**config.mk**
```make
export PLATFORM = sky130hd
export DESIGN_NAME = deq_ctrl
export DESIGN_NICKNAME = d
export VERILOG_FILES = /design/src/rtl/core/deq_pkg.sv /design/src/rtl/core/deq_ctrl.sv
export SDC_FILE = /design/constraint.sdc
export NUM_CORES = 1
export LEC_CHECK = 0
export BUFFER_PORTS_ARGS = -buffer_cell sky130_fd_sc_hd__clkbuf_2
export CORE_MARGIN = 5
export CORE_UTILIZATION = 30
export CTS_CLUSTER_SIZE = 30
export DETAILED_ROUTE_END_ITERATION = 6
export PLACE_DENSITY = 0.57
export SYNTH_ARGS = -nofsm -noshare
export SYNTH_HDL_FRONTEND = slang
export SYNTH_SLANG_ARGS = --single-unit
```
**constraint.sdc**
```tcl
create_clock -name clk -period 11.95 [get_ports clk]
set_input_delay 0.5975 -clock clk [delete_from_list [all_inputs] [get_ports clk]]
set_output_delay 0.5975 -clock clk [all_outputs]
set_load 0.1 [all_outputs]
```
**src/rtl/core/deq_pkg.sv**
```systemverilog
// ----------------------------------------------------------------------------
// deq_pkg
// shared constants, types and ring pointer helpers for the deque core
// ----------------------------------------------------------------------------
package deq_pkg;

  localparam int CAPACITY = 256;
  localparam int PTR_W    = $clog2(CAPACITY);
  localparam int OCC_W    = $clog2(CAPACITY + 1);
  localparam int DATA_W   = 32;
  localparam int KIND_W   = 3;
  localparam int STATUS_W = 2;

  localparam logic [PTR_W:0]   CAP_EXT  = (PTR_W + 1)'(CAPACITY);
  localparam logic [PTR_W-1:0] PTR_LAST = PTR_W'(CAPACITY - 1);
  localparam logic [OCC_W-1:0] OCC_FULL = OCC_W'(CAPACITY);

  localparam logic [KIND_W-1:0] KIND_PUSH_FRONT = 3'd0;
  localparam logic [KIND_W-1:0] KIND_PUSH_BACK  = 3'd1;
  localparam logic [KIND_W-1:0] KIND_POP_FRONT  = 3'd2;
  localparam logic [KIND_W-1:0] KIND_POP_BACK   = 3'd3;
  localparam logic [KIND_W-1:0] KIND_REVERSE    = 3'd4;

  localparam logic [STATUS_W-1:0] STATUS_OK    = 2'd0;
  localparam logic [STATUS_W-1:0] STATUS_EMPTY = 2'd1;
  localparam logic [STATUS_W-1:0] STATUS_FULL  = 2'd2;

  typedef struct packed {
    logic              we;
    logic [PTR_W-1:0]  waddr;
    logic [DATA_W-1:0] wdata;
    logic              re;
    logic [PTR_W-1:0]  raddr;
  } mem_req_t;

  typedef struct packed {
    logic                valid;
    logic [STATUS_W-1:0] status;
    logic                is_empty;
    logic [DATA_W-1:0]   first_value;
    logic [DATA_W-1:0]   last_value;
  } res_word_t;

  function automatic logic [PTR_W-1:0] ptr_add(input logic [PTR_W-1:0] a,
                                               input logic [PTR_W-1:0] b);
    logic [PTR_W:0] sum;
    sum = {1'b0, a} + {1'b0, b};
    if (sum >= CAP_EXT) begin
      sum = sum - CAP_EXT;
    end
    return sum[PTR_W-1:0];
  endfunction

  function automatic logic [PTR_W-1:0] ptr_dec(input logic [PTR_W-1:0] a);
    return (a == '0) ? PTR_LAST : a - 1'b1;
  endfunction

  function automatic logic [PTR_W-1:0] ptr_inc(input logic [PTR_W-1:0] a);
    return (a == PTR_LAST) ? '0 : a + 1'b1;
  endfunction

endpackage

```
**src/rtl/core/deq_ctrl.sv**
```systemverilog
// ----------------------------------------------------------------------------
// deq_ctrl
// operation sequencer: ring pointers, cached end values, store refill
// ----------------------------------------------------------------------------
module deq_ctrl
  import deq_pkg::*;
(
  input  logic              clk,
  input  logic              rst,
  input  logic              op_valid,
  output logic              op_ready,
  input  logic [KIND_W-1:0] op_kind,
  input  logic [DATA_W-1:0] op_value,
  input  logic              slot_free,
  output res_word_t         result,
  output mem_req_t          mem_req,
  input  logic [DATA_W-1:0] mem_rdata
);

  localparam logic [1:0] S_IDLE = 2'd0;
  localparam logic [1:0] S_FILL = 2'd1;
  localparam logic [1:0] S_DONE = 2'd2;

  logic [1:0]          state;
  logic [PTR_W-1:0]    front;
  logic [OCC_W-1:0]    occ;
  logic                rev;
  logic [DATA_W-1:0]   head_val;
  logic [DATA_W-1:0]   tail_val;
  logic [STATUS_W-1:0] status;
  logic                fill_head;

  logic             accept;
  logic             is_push;
  logic             is_pop;
  logic             full;
  logic             empty;
  logic             push_head;
  logic             pop_head;
  logic [PTR_W-1:0] front_dec;
  logic [PTR_W-1:0] tail_slot;
  logic [PTR_W-1:0] new_tail;
  logic [OCC_W-1:0] occ_m2;

  assign op_ready  = (state == S_IDLE);
  assign accept    = op_valid && op_ready;
  assign is_push   = (op_kind == KIND_PUSH_FRONT) || (op_kind == KIND_PUSH_BACK);
  assign is_pop    = (op_kind == KIND_POP_FRONT) || (op_kind == KIND_POP_BACK);
  assign full      = (occ == OCC_FULL);
  assign empty     = (occ == '0);
  assign push_head = (op_kind == KIND_PUSH_FRONT) ^ rev;
  assign pop_head  = (op_kind == KIND_POP_FRONT) ^ rev;
  assign front_dec = ptr_dec(front);
  assign tail_slot = ptr_add(front, occ[PTR_W-1:0]);
  assign occ_m2    = occ - OCC_W'(2);
  assign new_tail  = ptr_add(front, occ_m2[PTR_W-1:0]);

  always_comb begin
    mem_req       = '0;
    mem_req.wdata = op_value;
    mem_req.waddr = push_head ? front_dec : tail_slot;
    mem_req.raddr = pop_head ? ptr_inc(front) : new_tail;
    if (accept && is_push && !full) begin
      mem_req.we = 1'b1;
    end
    if (accept && is_pop && (occ > OCC_W'(1))) begin
      mem_req.re = 1'b1;
    end
  end

  always_ff @(posedge clk) begin
    if (rst) begin
      state <= S_IDLE;
      front <= '0;
      occ   <= '0;
      rev   <= 1'b0;
    end else begin
      unique case (state)
        S_IDLE: begin
          if (accept) begin
            if (is_push) begin
              state <= S_DONE;
              if (full) begin
                status <= STATUS_FULL;
              end else begin
                status <= STATUS_OK;
                occ    <= occ + 1'b1;
                if (push_head) begin
                  front <= front_dec;
                end
                if (push_head || empty) begin
                  head_val <= op_value;
                end
                if (!push_head || empty) begin
                  tail_val <= op_value;
                end
              end
            end else if (is_pop) begin
              if (empty) begin
                status <= STATUS_EMPTY;
                state  <= S_DONE;
              end else begin
                status    <= STATUS_OK;
                occ       <= occ - 1'b1;
                fill_head <= pop_head;
                if (pop_head) begin
                  front <= ptr_inc(front);
                end
                state <= (occ > OCC_W'(1)) ? S_FILL : S_DONE;
              end
            end else begin
              status <= STATUS_OK;
              state  <= S_DONE;
              if (op_kind == KIND_REVERSE) begin
                rev <= ~rev;
              end
            end
          end
        end
        S_FILL: begin
          if (fill_head) begin
            head_val <= mem_rdata;
          end else begin
            tail_val <= mem_rdata;
          end
          state <= S_DONE;
        end
        S_DONE: begin
          if (slot_free) begin
            state <= S_IDLE;
          end
        end
        default: begin
          state <= S_IDLE;
        end
      endcase
    end
  end

  always_comb begin
    result          = '0;
    result.valid    = (state == S_DONE);
    result.status   = status;
    result.is_empty = empty;
    if (!empty) begin
      result.first_value = rev ? tail_val : head_val;
      result.last_value  = rev ? head_val : tail_val;
    end
  end

endmodule
```
==> results of run 1 <==
-- final timing paths --
path                   from           end  slack [ns]  cells after the start
setup / recovery     occ[1]    mem_req[7]        7.98                     11
hold / removal    slot_free      state[1]        0.55                      4
setup reg to reg     occ[3]  tail_val[25]        8.70                      7
hold reg to reg      occ[1]        occ[1]        0.60                      2
-- cells by family (layout without fill, tap and decap cells) --
group,count (synthesis),count (layout),share of synthesized area (%)
compound gates,98,98,10.84
fa+ha+maj,25,25,5.337
buf+inv,95,230,8.372
flops,87,87,39.27
xor+xnor,28,28,3.993
simple gates,199,199,15.38
mux,99,99,16.81
-- stage by stage --
step           area, um2  total power, mW  hold WS [ns]  util, %
6_report            7395            1.727        0.5524    36.66
5_1_grt             7395            1.794        0.5610    36.66
4_1_cts             7395            1.746        0.5331    36.66
3_5_place_dp        7078            1.448        0.5967    35.09
3_3_place_gp        7078            1.449        0.5871    35.09
2_1_floorplan       6142            1.293        0.5176        -
-- metal layers --
metal / routed length (um) / vias up / GRT usage (%)
li1: - / 2504 / -
met1: 7006 / 2337 / 17.29
met2: 8308 / 144 / 23.56
met3: 827 / 16 / 2.488
met4: 296 / 0 / 4.497
met5: 0 / - / 0
-- cell usage in the layout, fill, tap and decap left out, types with 6 or more instances in the layout --
cell / instances
dfxtp_1: 19
xnor2_1: 16
nand3_1: 12
mux2_2: 33
clkbuf_2: 189
nor4_1: 6
inv_1: 20
mux2i_1: 66
ha_1: 23
o21a_1: 6
nand2_1: 23
or3_1: 7
nor3_1: 17
o21ai_0: 18
edfxtp_1: 67
nor2_1: 96
a31oi_1: 8
xor2_1: 12
a21oi_1: 28
clkbuf_16: 9
-- area by class of cell --
class / instances / area (um2)
tap: 270 / 337.8
timing repair buffer: 194 / 983.4
multi-input combinational: 449 / 3266
clock inverter: 7 / 91.34
clock buffer: 9 / 225.2
inverter: 20 / 75.07
fill: 2073 / 12770
sequential: 87 / 2416
-- flip-flops by register name, summed over array words and instances (netlist names) --
name and count:
state 2, occ 9, front 8, fill_head 1
rev 1, status 2, head_val 32, tail_val 32
-- worst reg2reg max path: cells and delay by family (launching register included) --
kind            cells  cell delay (ns)
compound gates      1             0.30
flops               1             0.45
simple gates        4             1.15
buf+inv             2             0.95
-- power groups by stage --
stage          logic [mW]  registers [mW]  clock network, mW
6_report             1.08           0.358              0.293
4_1_cts              1.08           0.358              0.303
3_5_place_dp         1.08           0.365                  0
2_1_floorplan       0.935           0.357                  0
5_1_grt              1.12           0.361              0.314
3_3_place_gp         1.08           0.364                  0
==> metrics.yaml, run 1 <==
yosysSeqAreaShare_pct: 39.27
setup_violations: 0
layout_setup_ws_ns: 7.985
core-area_um2: 20170
cts_buffers: 9
path_class: "flip-flop to output port"
critPathMaxFanout: 8
post_drt_wl_per_cell_um: 15.87
pwr-share-seq_pct: 20.7
min_period_over_period_pct: 33.18
synthToLayoutAreaGrowth_pct: 20.39
dp_slack_ns: 8.350
vdd_drop_max_mv: 0.1309
p_per_area_nw_per_um2: 233.5
slew_headroom_pct: 21.90
cts_htree_levels: 3
grt_overflow: 0
tightest_slew_ns: 1.169
cell_internal_pwr_uw: 664.9
worstSetupEndpointType: "output port"
synth_commonest_cells: "97 x nor2_1, 67 x edfxtp_1, 66 x mux2i_1, 33 x buf_4, 33 x mux2_2"
yosys_warnings: 0
drv_slew: 0
swShare_pct: 61.49
viasPerCell: 4.827
max_freq_ghz: 0.2522
drive_gt1_share_pct: 33.94
synth_seq_cells: 87
cts_tree: "done"
cap_violations: 0
finalCriticalPeriod_ns: 3.965
cts_hold_buf: 0
cts.sinks: 87
synth_ff_type: "edfxtp_1"
dieWidth_um: 153.1
cpMaxStageDelayCell: "or3b_2"
synth_fp_nets: 727
rsz0062_at_grt: "no"
status: "finished clean"
dp_cells: 1020
num_rows: 52
min_path_type: "input port to flip-flop"
vias: 5001
synth_edf_count: 67
portBuffers: 189
fp.dieH_um: 153.1
crit_arrival_ns: 3.37
critPathBufInv: 2
synthesis.area_um2: 6142
die_area_um2: 23440
pwr-share-comb_pct: 62.3
async_flop_share_pct: 0
hold_violations: 0
postRouteAntennaNets: 0
diodes: 0
route.detailed.drc: 0
grt_usage_pct: 13.67
clock_path_buffers: 2
crit_family: "buffers and inverters"
synth_top_area_cell: "edfxtp_1"
synth_most_common_cell: "nor2_1"
pin_count: 190
startpoint_type: "flip-flop"
power_frac_clock_pct: 16.9
synth_top_area_share_pct: 32.76
grt_pass1_wl_um: 26010
hpwl_um: 12480
final_cells: 1036
clk_pin_slew_ns: 0.07
root_buffer: "clkbuf_16"
synth_cell_types: 64
first_iter_violations: 299
p_sw_mw: 1.062
syn_avg_cell_area_um2: 9.734
clk_latency_ns: 0.34
cts_resized: 0
synth_area_leaders: "edfxtp_1 33%, mux2i_1 11%, dfxtp_1 6.5%"
total_leakage_power_nw: 2.936
postSynthCellCount: 631
crit_chain: "inv_1, ha_1, or3b_2, xnor2_1, ha_1, o21ai_0, nand2b_1, o31ai_1, xnor2_1, a21oi_1, clkbuf_2"
grt_max_degree: 69
nets: 857
crit_required_ns: 11.35
finalWirelength_um: 16440
antenna_found_initial: 0
post_cts_buffers: 0
fin_skew_ns: 0.01071
grt_pass1_vias: 4771
tns_ns: 0
start_util_pct: 30.45
drt_pre_antenna_iters: 5
slowest_delay_ns: 0.53
gp_congestion: 0.8801
(Power assumes the default switching activity.)
==> run 2: changes to the inputs <==
Clock period 11.95 ns to 3.74 ns, I/O delays scaled along.
==> metrics.yaml, run 2 (same netlist as run 1, synthesis figures left out) <==
fillers: 2070  # -0.14%
rsz0062_at_grt: "no"
total_leakage_power_nw: 2.958  # +0.73%
viasPerCell: 4.863  # +0.73%
dieWidth_um: 153.1  # unchanged
post_cts_buffers: 0  # unchanged
worstReg2RegEnd: "head_val[27]"
clk_latency_ns: 0.34  # about the same
layout_commonest_cell: "clkbuf_2"
start_util_pct: 30.45  # unchanged
hold_violations: 0  # unchanged
postRouteAntennaNets: 0  # unchanged
drv_slew: 0  # unchanged
portBuffers: 189  # unchanged
setup_violations: 0  # unchanged
crit_required_ns: 3.55  # -7.80 ns
crit_arrival_ns: 3.34  # -0.03 ns
max_freq_ghz: 0.2837
startpoint_type: "flip-flop"
hpwl_um: 12550  # +0.58%
dpl-instance-area_um2: 7154  # +1.1%
grt_usage_pct: 13.81  # +0.15 points
drt_pre_antenna_iters: 4  # -1
gp_congestion: 0.8476  # -3.7%
root_buffer: "clkbuf_16"
power_frac_clock_pct: 15.9  # -1.0 points
cts_tree: "done"
vdd_drop_max_mv: 0.4634  # +250%
swShare_pct: 62.21  # +0.72 points
grt_overflow: 0  # unchanged
critPathMaxFanout: 8  # unchanged
pwr-share-comb_pct: 63.2  # +0.9 points
drive_gt1_share_pct: 34.76  # +0.82 points
diodes: 0  # unchanged
p_per_area_nw_per_um2: 733.7  # +210%
cts_buffers: 9  # unchanged
r2r_start: "occ[1]"
slew_headroom_pct: 40.50  # +19 points
antenna_found_initial: 0  # unchanged
worstSetupEndpointType: "output port"
tns_ns: 0  # unchanged
route.detailed.drc: 0  # unchanged
pin_count: 190  # unchanged
p_total_mw: 5.463  # +220%
cts_resized: 0  # unchanged
synthToLayoutAreaGrowth_pct: 21.23
rr_worst_depth: 7  # unchanged
tightest_slew_ns: 0.8925  # -0.2765 ns
reg2reg_slack_ns: 0.95  # -7.75 ns
min_period_over_period_pct: 94.24
first_iter_violations: 253  # -15%
pwr-share-seq_pct: 20.9  # +0.2 points
hold_path_depth: 4  # unchanged
dp_slack_ns: 0.5694  # -7.780 ns
grt_max_degree: 68  # -1.4%
fin_area_um2: 7446  # +0.69%
top_regs: "head_val: 32 flops, tail_val: 32 flops, occ: 9 flops"
grt_pass1_wl_um: 26170  # +0.61%
layout_setup_ws_ns: 0.2152  # -7.769 ns
min_to: "state[1]"
min_path_type: "input port to flip-flop"
cts.sinks: 87  # unchanged
clk_pin_slew_ns: 0.07  # about the same
path_class: "flip-flop to output port"
finalWirelength_um: 16530  # +0.55%
post_drt_wl_per_cell_um: 15.88  # about the same
finalCriticalPeriod_ns: 3.525
status: "finished clean"
die_area_um2: 23440  # unchanged
cts_htree_levels: 3  # unchanged
hold_path_startpoint: "slot_free"
fin_skew_ns: 0.01345  # +0.002740 ns
core-area_um2: 20170  # unchanged
p_sw_mw: 3.399  # +220%
cap_violations: 0  # unchanged
nets: 862  # +0.58%
cell_internal_pwr_mw: 2.064  # +210%
grt_pass1_vias: 4641  # -2.7%
mostFrequentLayoutCells: "189 x clkbuf_2, 96 x nor2_1, 67 x edfxtp_1"
cts_hold_buf: 0  # unchanged
fp.dieH_um: 153.1  # unchanged
num_rows: 52  # unchanged
vias: 5062  # +1.2%
clock_path_buffers: 2  # unchanged
-- run 2: cell types whose count changed in the layout (fill, tap and decap cells not counted), sizes merged --
cell / change
buf: +5
bufinv: -1
clkinvlp: +1
-- run 2: power groups by stage --
stage	Clock [mW]	Combinational (mW)	Sequential [mW]
6_report	0.870	3.45	1.14
5_1_grt	0.949	3.59	1.15
4_1_cts	0.908	3.48	1.14
3_5_place_dp	0	3.48	1.16
3_3_place_gp	0	3.48	1.16
2_1_floorplan	0	3.00	1.14
-- run 2: layout make-up --
| cell class | instances | area [um2] | share of cell area, % |
|---|---|---|---|
| clock buffer | 9 | 225.2 | 3.025 |
| multi-input combinational | 449 | 3279 | 44.04 |
| sequential | 87 | 2416 | 32.45 |
| timing repair buffer | 199 | 1046 | 14.05 |
| tap | 270 | 337.8 | 4.537 |
| inverter | 20 | 75.07 | 1.008 |
| clock inverter | 7 | 66.31 | 0.8906 |
-- run 2: metrics by stage --
| stage | std cells | util, % | hold WS, ns |
|---|---|---|---|
| 6_report | 1041 | 36.92 | 0.1515 |
| 5_1_grt | 1041 | 36.92 | 0.1525 |
| 4_1_cts | 1041 | 36.92 | 0.1246 |
| 3_5_place_dp | 1025 | 35.47 | 0.5023 |
| 3_3_place_gp | 1025 | 35.47 | 0.5068 |
| 2_1_floorplan | 631 | - | 0.3970 |
-- run 2: routing by layer --
metal / global-route usage [%] / vias up / routed length (um)
met5: 0 / - / 0
met4: 4.115 / 0 / 271
met3: 2.629 / 18 / 824
met2: 22.93 / 142 / 8032
met1: 18.32 / 2385 / 7401
li1: - / 2517 / -
-- run 2: worst max-delay path by stage --
stage	from	to	slack, ns	cells past startpoint
floorplan	occ[1]	head_val[0]	-0.54	6
global placement	occ[1]	mem_req[7]	0.58	11
detailed placement	occ[1]	mem_req[7]	0.57	11
CTS	occ[1]	mem_req[7]	0.17	11
global route	occ[1]	mem_req[7]	0.02	11
finish	occ[1]	mem_req[7]	0.22	11
-- run 2: worst max-delay path, stage by stage (launching register included) --
cell,delay (ns)
dfxtp_1,0.40
inv_1,0.25
ha_1,0.24
or3b_2,0.55
xnor2_1,0.16
ha_1,0.33
o21ai_0,0.17
nand2b_1,0.07
o31ai_1,0.08
xnor2_1,0.13
a21oi_2,0.14
clkbuf_2,0.47
